## config.mk

```make
export PLATFORM = sky130hd
export DESIGN_NAME = periodic_frame_tx_scheduler_flat
export DESIGN_NICKNAME = d
export VERILOG_FILES = /design/src/hw/rtl/pfts_pkg.sv /design/src/hw/rtl/pfts_if.sv /design/src/hw/rtl/pfts_core.sv /design/src/hw/rtl/periodic_frame_tx_scheduler.sv /design/src/flat_wrapper.sv
export SDC_FILE = /design/constraint.sdc
export NUM_CORES = 1
export LEC_CHECK = 0
export BUFFER_PORTS_ARGS = -buffer_cell sky130_fd_sc_hd__buf_2
export CAP_MARGIN = 20
export CORE_MARGIN = 2
export CORE_UTILIZATION = 33
export CTS_CLUSTER_SIZE = 10
export DETAILED_ROUTE_END_ITERATION = 10
export GPL_ROUTABILITY_DRIVEN = 0
export PLACE_DENSITY = 0.5
export SYNTH_ARGS = -nofsm -noshare
export SYNTH_HDL_FRONTEND = slang
export SYNTH_SLANG_ARGS = --single-unit
export TNS_END_PERCENT = 10
```

## constraint.sdc

```tcl
create_clock -name clk_i -period 21.1 [get_ports clk_i]
set_input_delay 4.22 -clock clk_i [delete_from_list [all_inputs] [get_ports clk_i]]
set_output_delay 4.22 -clock clk_i [all_outputs]
set_load 0.01 [all_outputs]
```

## src/hw/rtl/pfts_pkg.sv

```systemverilog
`timescale 1ns / 1ps
// ----------------------------------------------------------------------------
// pfts_pkg
// Shared types, constants and register codes of the periodic frame transmit
// scheduler.
// ----------------------------------------------------------------------------
package pfts_pkg;

  localparam int unsigned FramesDefault = 4;
  localparam int unsigned CountW        = 8;
  localparam int unsigned FrameNumW     = 2;
  localparam int unsigned PrioSlots     = 4;
  localparam int unsigned EnableBits    = 4;
  localparam int unsigned PeriodRegs    = 4;
  localparam int unsigned RankW         = 3;
  localparam int unsigned CfgIdxW       = 3;
  localparam int unsigned CfgDataW      = 8;

  typedef logic [CountW-1:0]     count_t;
  typedef logic [FrameNumW-1:0]  frame_num_t;
  typedef logic [RankW-1:0]      rank_t;
  typedef logic [CfgIdxW-1:0]    cfg_idx_t;
  typedef logic [CfgDataW-1:0]   cfg_data_t;

  localparam count_t CountMax      = 8'hFF;
  localparam count_t PeriodRst0    = 8'd20;
  localparam count_t PeriodRst1    = 8'd10;
  localparam count_t PeriodRstRest = 8'd255;
  localparam logic [EnableBits-1:0] EnableRst = 4'd3;
  localparam logic [2*PrioSlots-1:0] PrioRst  = 8'd225;
  localparam rank_t  RankNone      = 3'd4;

  typedef enum logic [CfgIdxW-1:0] {
    RegPeriod0  = 3'd0,
    RegPeriod1  = 3'd1,
    RegPeriod2  = 3'd2,
    RegPeriod3  = 3'd3,
    RegEnable   = 3'd4,
    RegPriority = 3'd5
  } cfg_reg_e;

  typedef struct packed {
    logic [EnableBits-1:0]  frame_enable;
    logic [2*PrioSlots-1:0] priority_order;
  } ctrl_t;

  typedef struct packed {
    logic fire;
    logic link_ready;
  } step_t;

  typedef struct packed {
    logic       frame_selected;
    frame_num_t frame_number;
    logic       frame_sent;
  } result_t;

  function automatic count_t period_reset(int unsigned idx);
    count_t val;
    val = PeriodRstRest;
    if (idx == 0) begin
      val = PeriodRst0;
    end else if (idx == 1) begin
      val = PeriodRst1;
    end
    return val;
  endfunction

endpackage

```

## src/hw/rtl/pfts_if.sv

```systemverilog
`timescale 1ns / 1ps
// ----------------------------------------------------------------------------
// pfts interfaces
// Valid/ready channels for ticks, results and register writes.
// ----------------------------------------------------------------------------
interface pfts_tick_if;
  logic valid;
  logic ready;
  logic link_ready;

  modport source (output valid, output link_ready, input ready);
  modport sink (input valid, input link_ready, output ready);
endinterface

interface pfts_result_if;
  logic                  valid;
  logic                  ready;
  logic                  frame_selected;
  pfts_pkg::frame_num_t  frame_number;
  logic                  frame_sent;

  modport source (output valid, output frame_selected, output frame_number,
                  output frame_sent, input ready);
  modport sink (input valid, input frame_selected, input frame_number,
                input frame_sent, output ready);
endinterface

interface pfts_cfg_if;
  logic                valid;
  logic                ready;
  pfts_pkg::cfg_idx_t  index;
  pfts_pkg::cfg_data_t data;

  modport source (output valid, output index, output data, input ready);
  modport sink (input valid, input index, input data, output ready);
endinterface

```

## src/hw/rtl/pfts_core.sv

```systemverilog
`timescale 1ns / 1ps
// ----------------------------------------------------------------------------
// pfts_core
// Per-frame period, due and wait state with oldest-first selection; one tick
// is evaluated and committed per step.
// ----------------------------------------------------------------------------
module pfts_core #(
  parameter int unsigned Frames = pfts_pkg::FramesDefault
) (
  input  logic              clk_i,
  input  logic              rst_ni,
  input  pfts_pkg::step_t   step_i,
  input  pfts_pkg::count_t  period_i [Frames],
  input  pfts_pkg::ctrl_t   ctrl_i,
  output pfts_pkg::result_t result_o
);
  import pfts_pkg::*;

  localparam int unsigned SelW = $clog2(Frames + 1);
  localparam logic [SelW-1:0] SelNone = SelW'(Frames);

  count_t            pcount_q [Frames];
  count_t            pcount_d [Frames];
  count_t            wait_q   [Frames];
  count_t            wait_d   [Frames];
  logic [Frames-1:0] due_q, due_d;
  logic [SelW-1:0]   sel_q, sel_d;

  count_t            pc_new   [Frames];
  count_t            wait_new [Frames];
  logic [Frames-1:0] due_new;
  rank_t             rank     [Frames];

  logic              best_valid;
  logic [SelW-1:0]   best_idx;
  count_t            best_wait;
  rank_t             best_rank;
  logic [SelW-1:0]   sel_pick;
  logic              picked;
  logic              sent;

  // per-frame counting
  always_comb begin
    count_t inc;
    logic   hit;
    logic   en;
    for (int i = 0; i < Frames; i++) begin
      inc = (pcount_q[i] == CountMax) ? CountMax : pcount_q[i] + count_t'(1);
      hit = (inc >= period_i[i]);
      en  = 1'b0;
      if (i < EnableBits) begin
        en = ctrl_i.frame_enable[i[1:0]];
      end
      pc_new[i]   = hit ? '0 : inc;
      due_new[i]  = due_q[i] | (hit & en);
      wait_new[i] = (due_new[i] && wait_q[i] != CountMax) ?
                    wait_q[i] + count_t'(1) : wait_q[i];
    end
  end

  // tie-break rank from the priority list
  always_comb begin
    for (int i = 0; i < Frames; i++) begin
      rank[i] = RankNone;
      for (int pos = PrioSlots - 1; pos >= 0; pos--) begin
        if (i < PrioSlots &&
            ctrl_i.priority_order[2*pos +: FrameNumW] == FrameNumW'(i)) begin
          rank[i] = RankW'(pos);
        end
      end
    end
  end

  // oldest-first search
  always_comb begin
    best_valid = 1'b0;
    best_idx   = SelNone;
    best_wait  = '0;
    best_rank  = RankNone;
    for (int i = 0; i < Frames; i++) begin
      if (due_new[i] && (!best_valid || wait_new[i] > best_wait ||
          (wait_new[i] == best_wait && rank[i] < best_rank))) begin
        best_valid = 1'b1;
        best_idx   = SelW'(i);
        best_wait  = wait_new[i];
        best_rank  = rank[i];
      end
    end
  end

  assign sel_pick = (sel_q == SelNone) ? best_idx : sel_q;
  assign picked   = (sel_pick != SelNone);
  assign sent     = picked & step_i.link_ready;

  always_comb begin
    result_o.frame_selected = picked;
    result_o.frame_number   = picked ? sel_pick[FrameNumW-1:0] : '0;
    result_o.frame_sent     = sent;
  end

  always_comb begin
    pcount_d = pcount_q;
    wait_d   = wait_q;
    due_d    = due_q;
    sel_d    = sel_q;
    if (step_i.fire) begin
      pcount_d = pc_new;
      wait_d   = wait_new;
      due_d    = due_new;
      sel_d    = sent ? SelNone : sel_pick;
      for (int i = 0; i < Frames; i++) begin
        if (sent && sel_pick == SelW'(i)) begin
          wait_d[i] = '0;
          due_d[i]  = 1'b0;
        end
      end
    end
  end

  always_ff @(posedge clk_i or negedge rst_ni) begin
    if (!rst_ni) begin
      for (int i = 0; i < Frames; i++) begin
        pcount_q[i] <= '0;
        wait_q[i]   <= '0;
      end
      due_q <= '0;
      sel_q <= SelNone;
    end else begin
      pcount_q <= pcount_d;
      wait_q   <= wait_d;
      due_q    <= due_d;
      sel_q    <= sel_d;
    end
  end

endmodule

```

## src/hw/rtl/periodic_frame_tx_scheduler.sv

```systemverilog
`timescale 1ns / 1ps
// ----------------------------------------------------------------------------
// periodic_frame_tx_scheduler
// Periodic frame transmit scheduler, oldest due frame first.
//
//   channel   dir  payload                                   transfer when
//   tick_i    in   link_ready                                valid & ready
//   result_o  out  frame_selected, frame_number, frame_sent  valid & ready
//   cfg_i     in   index (3b), data (8b)                     valid & ready
//
// one tick per cycle while the result is not stalled: tick register, one pass
// of counter and search logic, result register
// the frame search is a compare chain over Frames entries
// reset returns all counters, flags and the selection, and loads the
// register reset values; no clearing pass
// a stalled result holds the tick register; no further tick is taken meanwhile
// ----------------------------------------------------------------------------
module periodic_frame_tx_scheduler #(
  parameter int unsigned Frames = pfts_pkg::FramesDefault
) (
  input  logic                 clk_i,
  input  logic                 rst_ni,
  pfts_tick_if.sink            tick_i,
  pfts_result_if.source        result_o,
  pfts_cfg_if.sink             cfg_i
);
  import pfts_pkg::*;

  count_t   period_q [Frames];
  ctrl_t    ctrl_q;

  logic     in_valid_q;
  logic     in_link_q;
  logic     out_valid_q;
  result_t  out_q;

  logic     advance;
  logic     cfg_fire;
  step_t    step;
  result_t  core_res;

  assign advance  = in_valid_q & (~out_valid_q | result_o.ready);
  assign cfg_fire = cfg_i.valid & cfg_i.ready;

  assign tick_i.ready = ~in_valid_q | advance;
  assign cfg_i.ready  = 1'b1;

  // register file
  always_ff @(posedge clk_i or negedge rst_ni) begin
    if (!rst_ni) begin
      for (int i = 0; i < Frames; i++) begin
        period_q[i] <= period_reset(i);
      end
      ctrl_q.frame_enable   <= EnableRst;
      ctrl_q.priority_order <= PrioRst;
    end else if (cfg_fire) begin
      for (int i = 0; i < Frames; i++) begin
        if (i < PeriodRegs &&
            cfg_i.index == cfg_idx_t'(RegPeriod0) + cfg_idx_t'(i)) begin
          period_q[i] <= cfg_i.data;
        end
      end
      if (cfg_i.index == RegEnable) begin
        ctrl_q.frame_enable <= cfg_i.data[EnableBits-1:0];
      end
      if (cfg_i.index == RegPriority) begin
        ctrl_q.priority_order <= cfg_i.data;
      end
    end
  end

  // tick register
  always_ff @(posedge clk_i or negedge rst_ni) begin
    if (!rst_ni) begin
      in_valid_q <= 1'b0;
    end else if (tick_i.valid && tick_i.ready) begin
      in_valid_q <= 1'b1;
    end else if (advance) begin
      in_valid_q <= 1'b0;
    end
  end

  always_ff @(posedge clk_i) begin
    if (tick_i.valid && tick_i.ready) begin
      in_link_q <= tick_i.link_ready;
    end
  end

  assign step.fire       = advance;
  assign step.link_ready = in_link_q;

  pfts_core #(
    .Frames (Frames)
  ) u_core (
    .clk_i    (clk_i),
    .rst_ni   (rst_ni),
    .step_i   (step),
    .period_i (period_q),
    .ctrl_i   (ctrl_q),
    .result_o (core_res)
  );

  // result register
  always_ff @(posedge clk_i or negedge rst_ni) begin
    if (!rst_ni) begin
      out_valid_q <= 1'b0;
    end else if (advance) begin
      out_valid_q <= 1'b1;
    end else if (result_o.ready) begin
      out_valid_q <= 1'b0;
    end
  end

  always_ff @(posedge clk_i) begin
    if (advance) begin
      out_q <= core_res;
    end
  end

  assign result_o.valid          = out_valid_q;
  assign result_o.frame_selected = out_q.frame_selected;
  assign result_o.frame_number   = out_q.frame_number;
  assign result_o.frame_sent     = out_q.frame_sent;

endmodule

```

## src/flat_wrapper.sv

```systemverilog
// flat-port wrapper written by rule: the top's interface ports become plain ports
module periodic_frame_tx_scheduler_flat import pfts_pkg::*;
#(
  parameter int unsigned Frames = pfts_pkg::FramesDefault
)
  (clk_i, rst_ni, tick_i_valid, tick_i_link_ready, tick_i_ready, result_o_valid, result_o_frame_selected, result_o_frame_number, result_o_frame_sent, result_o_ready, cfg_i_valid, cfg_i_index, cfg_i_data, cfg_i_ready);
  pfts_tick_if tick_i_i ();
  pfts_result_if result_o_i ();
  pfts_cfg_if cfg_i_i ();
  input  logic clk_i;
  input  logic rst_ni;
  input wire logic [$bits(tick_i_i.valid)-1:0] tick_i_valid;
  input wire logic [$bits(tick_i_i.link_ready)-1:0] tick_i_link_ready;
  output wire logic [$bits(tick_i_i.ready)-1:0] tick_i_ready;
  output wire logic [$bits(result_o_i.valid)-1:0] result_o_valid;
  output wire logic [$bits(result_o_i.frame_selected)-1:0] result_o_frame_selected;
  output wire logic [$bits(result_o_i.frame_number)-1:0] result_o_frame_number;
  output wire logic [$bits(result_o_i.frame_sent)-1:0] result_o_frame_sent;
  input wire logic [$bits(result_o_i.ready)-1:0] result_o_ready;
  input wire logic [$bits(cfg_i_i.valid)-1:0] cfg_i_valid;
  input wire logic [$bits(cfg_i_i.index)-1:0] cfg_i_index;
  input wire logic [$bits(cfg_i_i.data)-1:0] cfg_i_data;
  output wire logic [$bits(cfg_i_i.ready)-1:0] cfg_i_ready;
  assign tick_i_i.valid = tick_i_valid;
  assign tick_i_i.link_ready = tick_i_link_ready;
  assign tick_i_ready = tick_i_i.ready;
  assign result_o_valid = result_o_i.valid;
  assign result_o_frame_selected = result_o_i.frame_selected;
  assign result_o_frame_number = result_o_i.frame_number;
  assign result_o_frame_sent = result_o_i.frame_sent;
  assign result_o_i.ready = result_o_ready;
  assign cfg_i_i.valid = cfg_i_valid;
  assign cfg_i_i.index = cfg_i_index;
  assign cfg_i_i.data = cfg_i_data;
  assign cfg_i_ready = cfg_i_i.ready;
  periodic_frame_tx_scheduler #(.Frames(Frames)) u_core (.clk_i(clk_i), .rst_ni(rst_ni), .tick_i(tick_i_i), .result_o(result_o_i), .cfg_i(cfg_i_i));
endmodule
```

==> results of run 1 <==
==> cell usage in the layout (no fill, tap or decap), drive strengths merged, types with 8 or more instances in the layout <==
| cell | instances |
|---|---|
| nor2 | 56 |
| nand3 | 31 |
| nor3 | 14 |
| a21oi | 63 |
| nand2b | 24 |
| and3 | 18 |
| dfrtp | 90 |
| xor2 | 24 |
| clkbuf | 18 |
| xnor2 | 38 |
| o31ai | 8 |
| mux2i | 21 |
| o21ai | 59 |
| ha | 70 |
| a31oi | 10 |
| o21a | 12 |
| nand4 | 15 |
| and2 | 15 |
| a22o | 8 |
| dfstp | 27 |
| nand2 | 118 |
| a21o | 15 |
| buf | 29 |
| mux2 | 28 |
| nor2b | 8 |
| inv | 62 |
==> synth_stat cells, types with 17 or more instances <==
cell type and n:
dfstp_2 27, dfrtp_1 90, mux2i_1 21, nand2_1 118
nand2b_1 24, xnor2_1 38, xor2_1 24, nor2_1 56
a21oi_1 52, mux2_2 28, nand3_1 31, o21ai_0 57
ha_1 70, and3_1 17, inv_1 55
==> power by group through the flow <==
stage / Combinational (mW) / Clock [mW] / Sequential, mW
after detailed placement: 0.633 / 0 / 0.364
after floorplan: 0.494 / 0 / 0.352
after CTS: 0.637 / 0.307 / 0.361
after global placement: 0.633 / 0 / 0.365
after global routing: 0.722 / 0.318 / 0.372
final: 0.637 / 0.300 / 0.362
==> sequential cells by signal, summed over array words and instances (netlist names) <==
name                            flops
u_core.period_q                    32
u_core.result_o.frame_selected      1
u_core.u_core.due_q                 4
u_core.u_core.wait_q               32
u_core.result_o.frame_sent          1
u_core.in_link_q                    1
u_core.in_valid_q                   1
u_core.u_core.pcount_q             32
u_core.ctrl_q                      12
u_core.u_core.sel_q                 3
u_core.result_o.valid               1
u_core.result_o.frame_number        2
==> final timing paths <==
| path | start | to | slack [ps] | cells past startpoint |
|---|---|---|---|---|
| worst max-delay path | u_core.u_core.pcount_q[18]$_DFFE_PN0P_ | u_core.u_core.wait_q[22]$_DFFE_PN0P_ | 10060 | 41 |
| worst min-delay path | u_core.u_core.pcount_q[1]$_DFFE_PN0P_ | u_core.u_core.pcount_q[1]$_DFFE_PN0P_ | 500 | 2 |
| worst max register to register | u_core.u_core.pcount_q[18]$_DFFE_PN0P_ | u_core.u_core.wait_q[22]$_DFFE_PN0P_ | 10060 | 41 |
| worst min register to register | u_core.u_core.pcount_q[1]$_DFFE_PN0P_ | u_core.u_core.pcount_q[1]$_DFFE_PN0P_ | 500 | 2 |
| max in group asynchronous | rst_ni | u_core.u_core.wait_q[17]$_DFFE_PN0P_ | 15980 | 2 |
| min in group asynchronous | rst_ni | u_core.u_core.pcount_q[8]$_DFFE_PN0P_ | 3870 | 1 |
==> area by class of cell <==
cell class              count  share of cell area, %
clock buffers              18                   4.61
clock inverters            14                   1.66
inverters                  55                   2.17
multi-input cells         725                   52.8
flip-flops and latches    122                   32.7
well taps                 330                   4.34
repair buffers             29                   1.73
==> layer usage <==
layer / track usage (%) / share of wire, %
met3: 2.81 / 2.6
met5: 0 / 0
met4: 4.70 / 1.4
met1: 23.3 / 53
met2: 25.0 / 43
==> critical path: cells and delay by family (launching register included) <==
family,cells,cell delay [ps]
buffers and inverters,3,420
xor gates and xnor gates,1,310
and+or+nand+nor,11,2000
muxes,1,360
DFF,1,420
AOI/OAI and AO/OA,21,6260
adders and majority gates,4,1060
==> per-stage QoR <==
step                setup slack (ps)  total power, mW  cell area [um^2]
finish                         10060             1.30              9520
global route                    9170             1.41              9520
CTS                            10180             1.31              9520
detailed placement             10290            0.998              8930
global placement               10350            0.997              8930
floorplan                      12060            0.847              8510
==> cell families (layout without fill, tap and decap cells) <==
group / count (synthesis) / after routing
DFF: 122 / 122
and+or+nand+nor: 322 / 322
xor gates and xnor gates: 62 / 62
muxes: 49 / 49
buffers and inverters: 85 / 116
AOI/OAI and AO/OA: 221 / 221
other: 1 / 1
adders and majority gates: 70 / 70
==> impl_metrics.tcl, run 1 <==
set metrics [dict create \
    synth-edff-count 5 \
    slowest_delay_ps 850 \
    finalWorstPathRequiredPeriod_ps 11040 \
    netlist_area_um2 8510 \
    synthArstFlopShare_pct 95.9 \
    yosys.area_share.xor_xnor_pct 6.38 \
    ioPinCount 24 \
    fin_util_pct 37.7 \
    fin_cells 1293 \
    p_seq_share_pct 27.9 \
    drc 0 \
    synth_top_cell_area_share_pct 26.5 \
    clockBufferDepth 2 \
    dieArea_um2 27100 \
    row_count 58 \
    synth-compound-area-share_pct 17.7 \
    clock_latency_ps 430 \
    dr.pass1.iters 4 \
    hold_viol 0 \
    synth_simple_gate_area_share_pct 18.5 \
    synthCells 932 \
    hold_slack_ps 504 \
    clock_sinks 122 \
    ys_dominant_reg_cell "dfrtp_1" \
    synth_nets 1019 \
    hpwl_mm 14.7 \
    synthMuxAreaShare_pct 6.18 \
    status "completed" \
    synthAdderAreaFrac_pct 10.3 \
    yosysUniqueCellTypes 78 \
    synth_top_family_by_area "simple AND/OR/NAND/NOR gates" \
    io_buffers 22 \
    vias 6550 \
    critPathKind "reg2reg" \
    num_antenna_cells 0 \
    clockPowerShare_pct 23.1 \
    coreArea_um2 25300 \
    post-route-period-util_pct 52.3 \
    layout-drive-gt1-share_pct 15.6 \
    viasPerCell 5.07 \
    power_density_nw_per_um2 136 \
    arrival_ps 11280 \
    slowest_stage "a311oi_1" \
    ys_seq_area_share_pct 36.6 \
    relSlewSlack_pct 32.5 \
    wl_per_cell_um 15.8 \
    finalSetupTns_ps 0 \
    crit_top_cell "o21ai_0" \
    path_max_fanout 18 \
    postCtsHoldBufs 0 \
    ant_nets 0 \
    cts_buffers 17 \
    cts_resized 0 \
    grt_max_degree 62 \
    synthTopCellsByArea "dfrtp_1, ha_1, dfstp_2" \
    max_freq_ghz 0.0906 \
    grt_overflow_total 0 \
    ys_warn_count 0 \
    grt_first_pass_wirelength_mm 34.3 \
    die_y_um 165 \
    min-delay-path-class "reg2reg" \
    antenna_found_initial 0 \
    multiInputGateArea_um2 5030 \
    die_w_um 165 \
    finalMaxSlewViolations 0 \
    clock-skew-final_ps 10.1 \
    grt_use_total_pct 16.2 \
    cp.required_ps 21340 \
    dp.cells 1261 \
    p_sw_mw 0.553 \
    cts_root_buf "clkbuf_16" \
    clkTransAtPathRegs_ps 60 \
    grt_pass1_vias 6513 \
    synth_top_area_cell "dfrtp_1" \
    setup_viol 0 \
    peakVddDrop_mv 0.0557 \
    ys_ff_latch 122 \
    cp-start-kind "flop" \
    power.internal_mw 0.746 \
    final_nets 1037 \
    swShare_pct 42.6 \
    first_iter_violations 315 \
    cts_tree "built" \
    flow.area_growth_from_synthesis_pct 12.0 \
    regArea_um2 3110 \
    combPwrFrac_pct 49.0 \
    drv_cap 0 \
    start_util_pct 33.7 \
    synth_area_per_cell_um2 9.13 \
    endpoint_kind "flop" \
    postCtsSetupBuffers 0 \
    worst_slew_pin_slew_ps 1010 \
    rsz0062_at_grt "no" \
    p_leak_nw 4.24 \
    routed_wl_mm 20.4 \
    cts.htree.levels 4 \
    nFillCells 2604 \
]
Power figures use the tool's default switching activity.
==> run 2, diff against run 1 <==
Settings changed: ABC_AREA from default to 1.
Clock period 21.1 ns to 10.9 ns, I/O delays scaled along.
==> impl_metrics.tcl, run 2 <==
set metrics [dict create \
    clock_latency_ps 420 \
    synth-edff-count 5 \
    viasPerCell 4.59 \
    hold_viol 0 \
    drv_cap 0 \
    synth_top_cell_area_share_pct 27.1 \
    final_nets 1237 \
    first_iter_violations 376 \
    min-delay-path-class "reg2reg" \
    max_freq_ghz 0.116 \
    finalPower_mw 2.92 \
    grt_pass1_vias 6508 \
    swShare_pct 48.7 \
    ant_nets 0 \
    finalMaxSlewViolations 0 \
    dr.pass1.iters 5 \
    wl_per_cell_um 12.9 \
    grt_use_total_pct 15.7 \
    clock_sinks 122 \
    ioPinCount 24 \
    grt_max_degree 65 \
    ys_seq_area_share_pct 37.4 \
    combPwrFrac_pct 58.0 \
    rsz0062_at_grt "no" \
    synthCells 1130 \
    r2r_cells 61 \
    cts_root_buf "clkbuf_16" \
    die_w_um 163 \
    cts.htree.levels 4 \
    cts_resized 0 \
    num_antenna_cells 0 \
    cts_tree "built" \
    finalSetupTns_ps 0 \
    crit_top_cell "nand2_1" \
    cp-start-kind "flop" \
    critPathKind "reg2reg" \
    routed_wl_mm 19.2 \
    synthTopCellsByArea "dfrtp_1, nand2_1, ha_1" \
    relSlewSlack_pct 43.9 \
    arrival_ps 8940 \
    synthArstFlopShare_pct 95.9 \
    io_buffers 22 \
    row_count 58 \
    holdPathStages 2 \
    drc 0 \
    regToRegEndpoint "u_core.u_core.due_q[1]$_DFFE_PN0P_" \
    netlist_area_um2 8310 \
    ys_dominant_reg_cell "dfrtp_1" \
    p_leak_nw 4.78 \
    layout-drive-gt1-share_pct 11.1 \
    hpwl_mm 14.0 \
    antenna_found_initial 0 \
    p_sw_mw 1.42 \
    top_regs "u_core.period_q x32, u_core.u_core.pcount_q x32, u_core.u_core.wait_q x32" \
    endpoint_kind "flop" \
    dieArea_um2 26500 \
    synth_top_area_cell "dfrtp_1" \
    ys_ff_latch 122 \
    clockPowerShare_pct 18.3 \
    rrSetupSlack_ps 2240 \
    power.internal_mw 1.50 \
    clock-skew-final_ps 11.3 \
    cp.required_ps 11180 \
    path_max_fanout 23 \
    grt_first_pass_wirelength_mm 33.4 \
    status "completed" \
    yosysMostFrequentCell "nand2_1" \
    yosysUniqueCellTypes 44 \
    grt_overflow_total 0 \
    coreArea_um2 25000 \
    final_common_cell "nand2_1" \
    worst_slew_pin_slew_ps 842 \
    yosys-top-cells-count "nand2_1, inv_1, o21ai_0" \
    clockBufferDepth 2 \
    vias 6849 \
    cts_buffers 17 \
    synth_nets 1217 \
    p_seq_share_pct 23.6 \
    start_util_pct 33.3 \
    flow.area_growth_from_synthesis_pct 12.1 \
    synth_area_per_cell_um2 7.35 \
    final_cell_mix "nand2_1, inv_1, o21ai_0" \
    die_y_um 163 \
    ys_warn_count 0 \
    slowest_stage "nor3_1" \
    postCtsHoldBufs 0 \
    post-route-period-util_pct 79.4 \
    worstReg2RegStart "u_core.u_core.pcount_q[24]$_DFFE_PN0P_" \
    clkTransAtPathRegs_ps 60 \
    postCtsSetupBuffers 0 \
    setup_viol 0 \
    finalWorstPathRequiredPeriod_ps 8660 \
    peakVddDrop_mv 0.136 \
    crit_start "u_core.u_core.pcount_q[24]$_DFFE_PN0P_" \
    power_density_nw_per_um2 314 \
    slowest_delay_ps 440 \
    crit_path_end "u_core.u_core.due_q[1]$_DFFE_PN0P_" \
]
-- run 2: kinds of logic (layout without fill, tap and decap cells) --
family                     count (synthesis)  after routing  share of synthesized area, %
AOI/OAI and AO/OA                        198            198                          13.6
and+or+nand+nor                          488            488                          25.0
other                                      1              1                        0.0451
buffers and inverters                    220            253                          10.0
muxes                                      2              2                         0.271
xor gates and xnor gates                  29             29                          3.06
adders and majority gates                 70             70                          10.5
DFF                                      122            122                          37.4
-- run 2: routing by layer --
layer	GRT usage [%]	wire (um)
met5	0	0
met1	23.2	10400
met4	3.38	149
met3	2.60	438
met2	24.1	8250
-- run 2: worst max-delay path, delay by kind of cell, from the launching register on --
kind            cells  cell delay [ps]
flops               1              350
simple gates       39             4840
buf+inv            10              710
compound gates      6             1030
xor+xnor            1              160
fa+ha+maj           5             1390
-- run 2: layout make-up --
type                            count  area (um^2)
Inverter                          196          736
Multi-Input combinational cell    788         4370
Tap cell                          330          413
Timing Repair Buffer               25          135
Fill cell                        2638        15700
Clock inverter                     12         83.8
Clock buffer                       20          468
Sequential cell                   122         3110
-- run 2: worst min path at each step --
| stage | start | endpoint |
|---|---|---|
| after floorplan | u_core.u_core.wait_q[4]$_DFFE_PN0P_ | u_core.u_core.wait_q[4]$_DFFE_PN0P_ |
| after global placement | u_core.u_core.wait_q[7]$_DFFE_PN0P_ | u_core.u_core.wait_q[7]$_DFFE_PN0P_ |
| after detailed placement | u_core.u_core.wait_q[7]$_DFFE_PN0P_ | u_core.u_core.wait_q[7]$_DFFE_PN0P_ |
| after CTS | u_core.u_core.wait_q[7]$_DFFE_PN0P_ | u_core.u_core.wait_q[7]$_DFFE_PN0P_ |
| after global routing | u_core.period_q[26]$_DFFE_PN1P_ | u_core.period_q[26]$_DFFE_PN1P_ |
| final | u_core.u_core.wait_q[7]$_DFFE_PN0P_ | u_core.u_core.wait_q[7]$_DFFE_PN0P_ |
-- run 2: power groups by stage --
stage,combinational [mW],sequential (mW),clock (mW)
6_report,1.70,0.691,0.536
5_1_grt,1.99,0.710,0.571
4_1_cts,1.71,0.691,0.552
3_5_place_dp,1.70,0.695,0
3_3_place_gp,1.70,0.696,0
2_1_floorplan,1.33,0.674,0
-- run 2: stage by stage --
step	setup WS (ps)	std cells	util, %	cell area (um^2)	hold WS (ps)
after CTS	2220	1493	37.3	9310	482
after global routing	974	1493	37.3	9310	509
after global placement	2420	1461	35.1	8760	463
final	2240	1493	37.3	9310	479
after detailed placement	2280	1461	35.1	8760	465
after floorplan	3360	1130	-	8310	449
==> run 3, diff against run 2 <==
Settings changed: PLACE_DENSITY 0.5 to 0.51.
Clock period 10.9 ns to 7.4 ns, I/O delays scaled along.
==> impl_metrics.tcl, run 3 (synthesis gave the netlist of run 2 again) <==
set metrics [dict create \
    status "finished with violations" \
    violations "negative setup slack" \
    fin_util_pct 43.5 \
    clockBufferDepth 2 \
    cp_num_cells 65 \
    viasPerCell 4.60 \
    hold_viol 0 \
    crit_family "buffers and inverters" \
    slowest_delay_ps 380 \
    vias 7535 \
    clkTransAtPathRegs_ps 60 \
    p_leak_nw 5.60 \
    cts_buffers 17 \
    dr.pass1.iters 5 \
    power_density_nw_per_um2 517 \
    setup_viol 41 \
    holdPathStages 2 \
    cp.required_ps 7700 \
    max_freq_ghz 0.121 \
    worst_slew_pin_slew_ps 846 \
    ant_nets 0 \
    first_iter_violations 389 \
    nFillCells 2524 \
    regArea_um2 3110 \
    grt_use_total_pct 16.8 \
    finalSetupTns_ps -10690 \
    cp-start-kind "flop" \
    slowest_stage "dfrtp_1" \
    hpwl_mm 14.4 \
    arrival_ps 8540 \
    clock_sinks 122 \
    cp_num_buf_inv 55 \
    grt_pass1_vias 7157 \
    layout-drive-gt1-share_pct 25.4 \
    grt_first_pass_wirelength_mm 35.5 \
    flow.area_growth_from_synthesis_pct 30.8 \
    ioPinCount 24 \
    crit_start "u_core.u_core.pcount_q[24]$_DFFE_PN0P_" \
    final_nets 1383 \
    hold_path_startpoint "u_core.u_core.wait_q[4]$_DFFE_PN0P_" \
    endpoint_kind "flop" \
    row_count 58 \
    min-delay-path-class "reg2reg" \
    worstReg2RegStart "u_core.u_core.pcount_q[24]$_DFFE_PN0P_" \
    start_util_pct 33.3 \
    cts_root_buf "clkbuf_16" \
    rsz0062_at_grt "yes" \
    grt_max_degree 78 \
    finalPower_mw 5.62 \
    crit_top_cell "buf_4" \
    post-route-period-util_pct 111 \
    finalMaxSlewViolations 0 \
    clock_latency_ps 430 \
    grt_overflow_total 0 \
    critPathKind "reg2reg" \
    routed_wl_mm 22.1 \
    dieArea_um2 26500 \
    top_regs "u_core.period_q x32, u_core.u_core.pcount_q x32, u_core.u_core.wait_q x32" \
    cts_tree "built" \
    antenna_found_initial 0 \
    die_w_um 163 \
    path_max_fanout 3 \
    drc 0 \
    cts.htree.levels 4 \
    fin_ws_ps -838 \
    coreArea_um2 25000 \
    clock-skew-final_ps 15.8 \
    relSlewSlack_pct 43.0 \
    io_buffers 22 \
    finalWorstPathRequiredPeriod_ps 8240 \
    final_common_cell "nand2_1" \
    drv_cap 0 \
    peakVddDrop_mv 0.278 \
    multiInputGateArea_um2 4770 \
    num_antenna_cells 0 \
    die_y_um 163 \
    pre_cts_ws_ps -517 \
    wl_per_cell_um 13.5 \
    r2r_cells 65 \
    final_cell_mix "nand2_1, inv_1, buf_4" \
]
run 3: routing by layer:
metal	vias up	share of wire (%)	global-route usage, %
met2	115	46	26.9
met5	-	0	0
li1	3951	-	-
met4	0	2.4	6.84
met1	3420	49	22.9
met3	49	2.5	2.42
run 3: worst paths after layout:
check                      slack (ps)                                     end
min in group asynchronous        1020  u_core.u_core.pcount_q[25]$_DFFE_PN0P_
min reg2reg                       480     u_core.u_core.wait_q[4]$_DFFE_PN0P_
max in group asynchronous        5200      u_core.u_core.sel_q[2]$_DFFE_PN1P_
min                               480     u_core.u_core.wait_q[4]$_DFFE_PN0P_
max reg2reg                      -840  u_core.u_core.pcount_q[31]$_DFFE_PN0P_
max                              -840  u_core.u_core.pcount_q[31]$_DFFE_PN0P_
run 3: repair_timing:
| item | 4_1_cts | 5_1_grt |
|---|---|---|
| hold buffers | 0 | 0 |
| gates resized for setup | 43 | 56 |
| pin swaps | 7 | 7 |
| setup buffers | 57 | 14 |
| cloned | 4 | 0 |
| setup endpoints to repair | 40 | 41 |
run 3: area by class of cell:
class / instances / area share (%)
multi-input cells: 792 / 43.9
well taps: 330 / 3.80
clock inverters: 9 / 1.02
inverters: 196 / 6.79
repair buffers: 167 / 11.3
clock buffers: 23 / 4.50
flip-flops and latches: 122 / 28.6
run 3: metrics by stage:
stage / hold WS [ps] / instance area, um^2 / instances
floorplan: 449 / 8320 / 1130
global placement: 466 / 9290 / 1531
detailed placement: 471 / 9290 / 1531
CTS: 486 / 10500 / 1624
global route: 497 / 10900 / 1639
finish: 483 / 10900 / 1639
run 3: tightest hold or removal path, stage by stage, from the launching register on:
cell	delay (ps)
dfrtp_1	350
nand2_1	50
nand2_1	50
run 3: report_power, final:
group	switching (mW)	internal, mW
Sequential	0.129	0.883
Combinational	2.15	1.60
Clock	0.327	0.535
Total	2.60	3.02
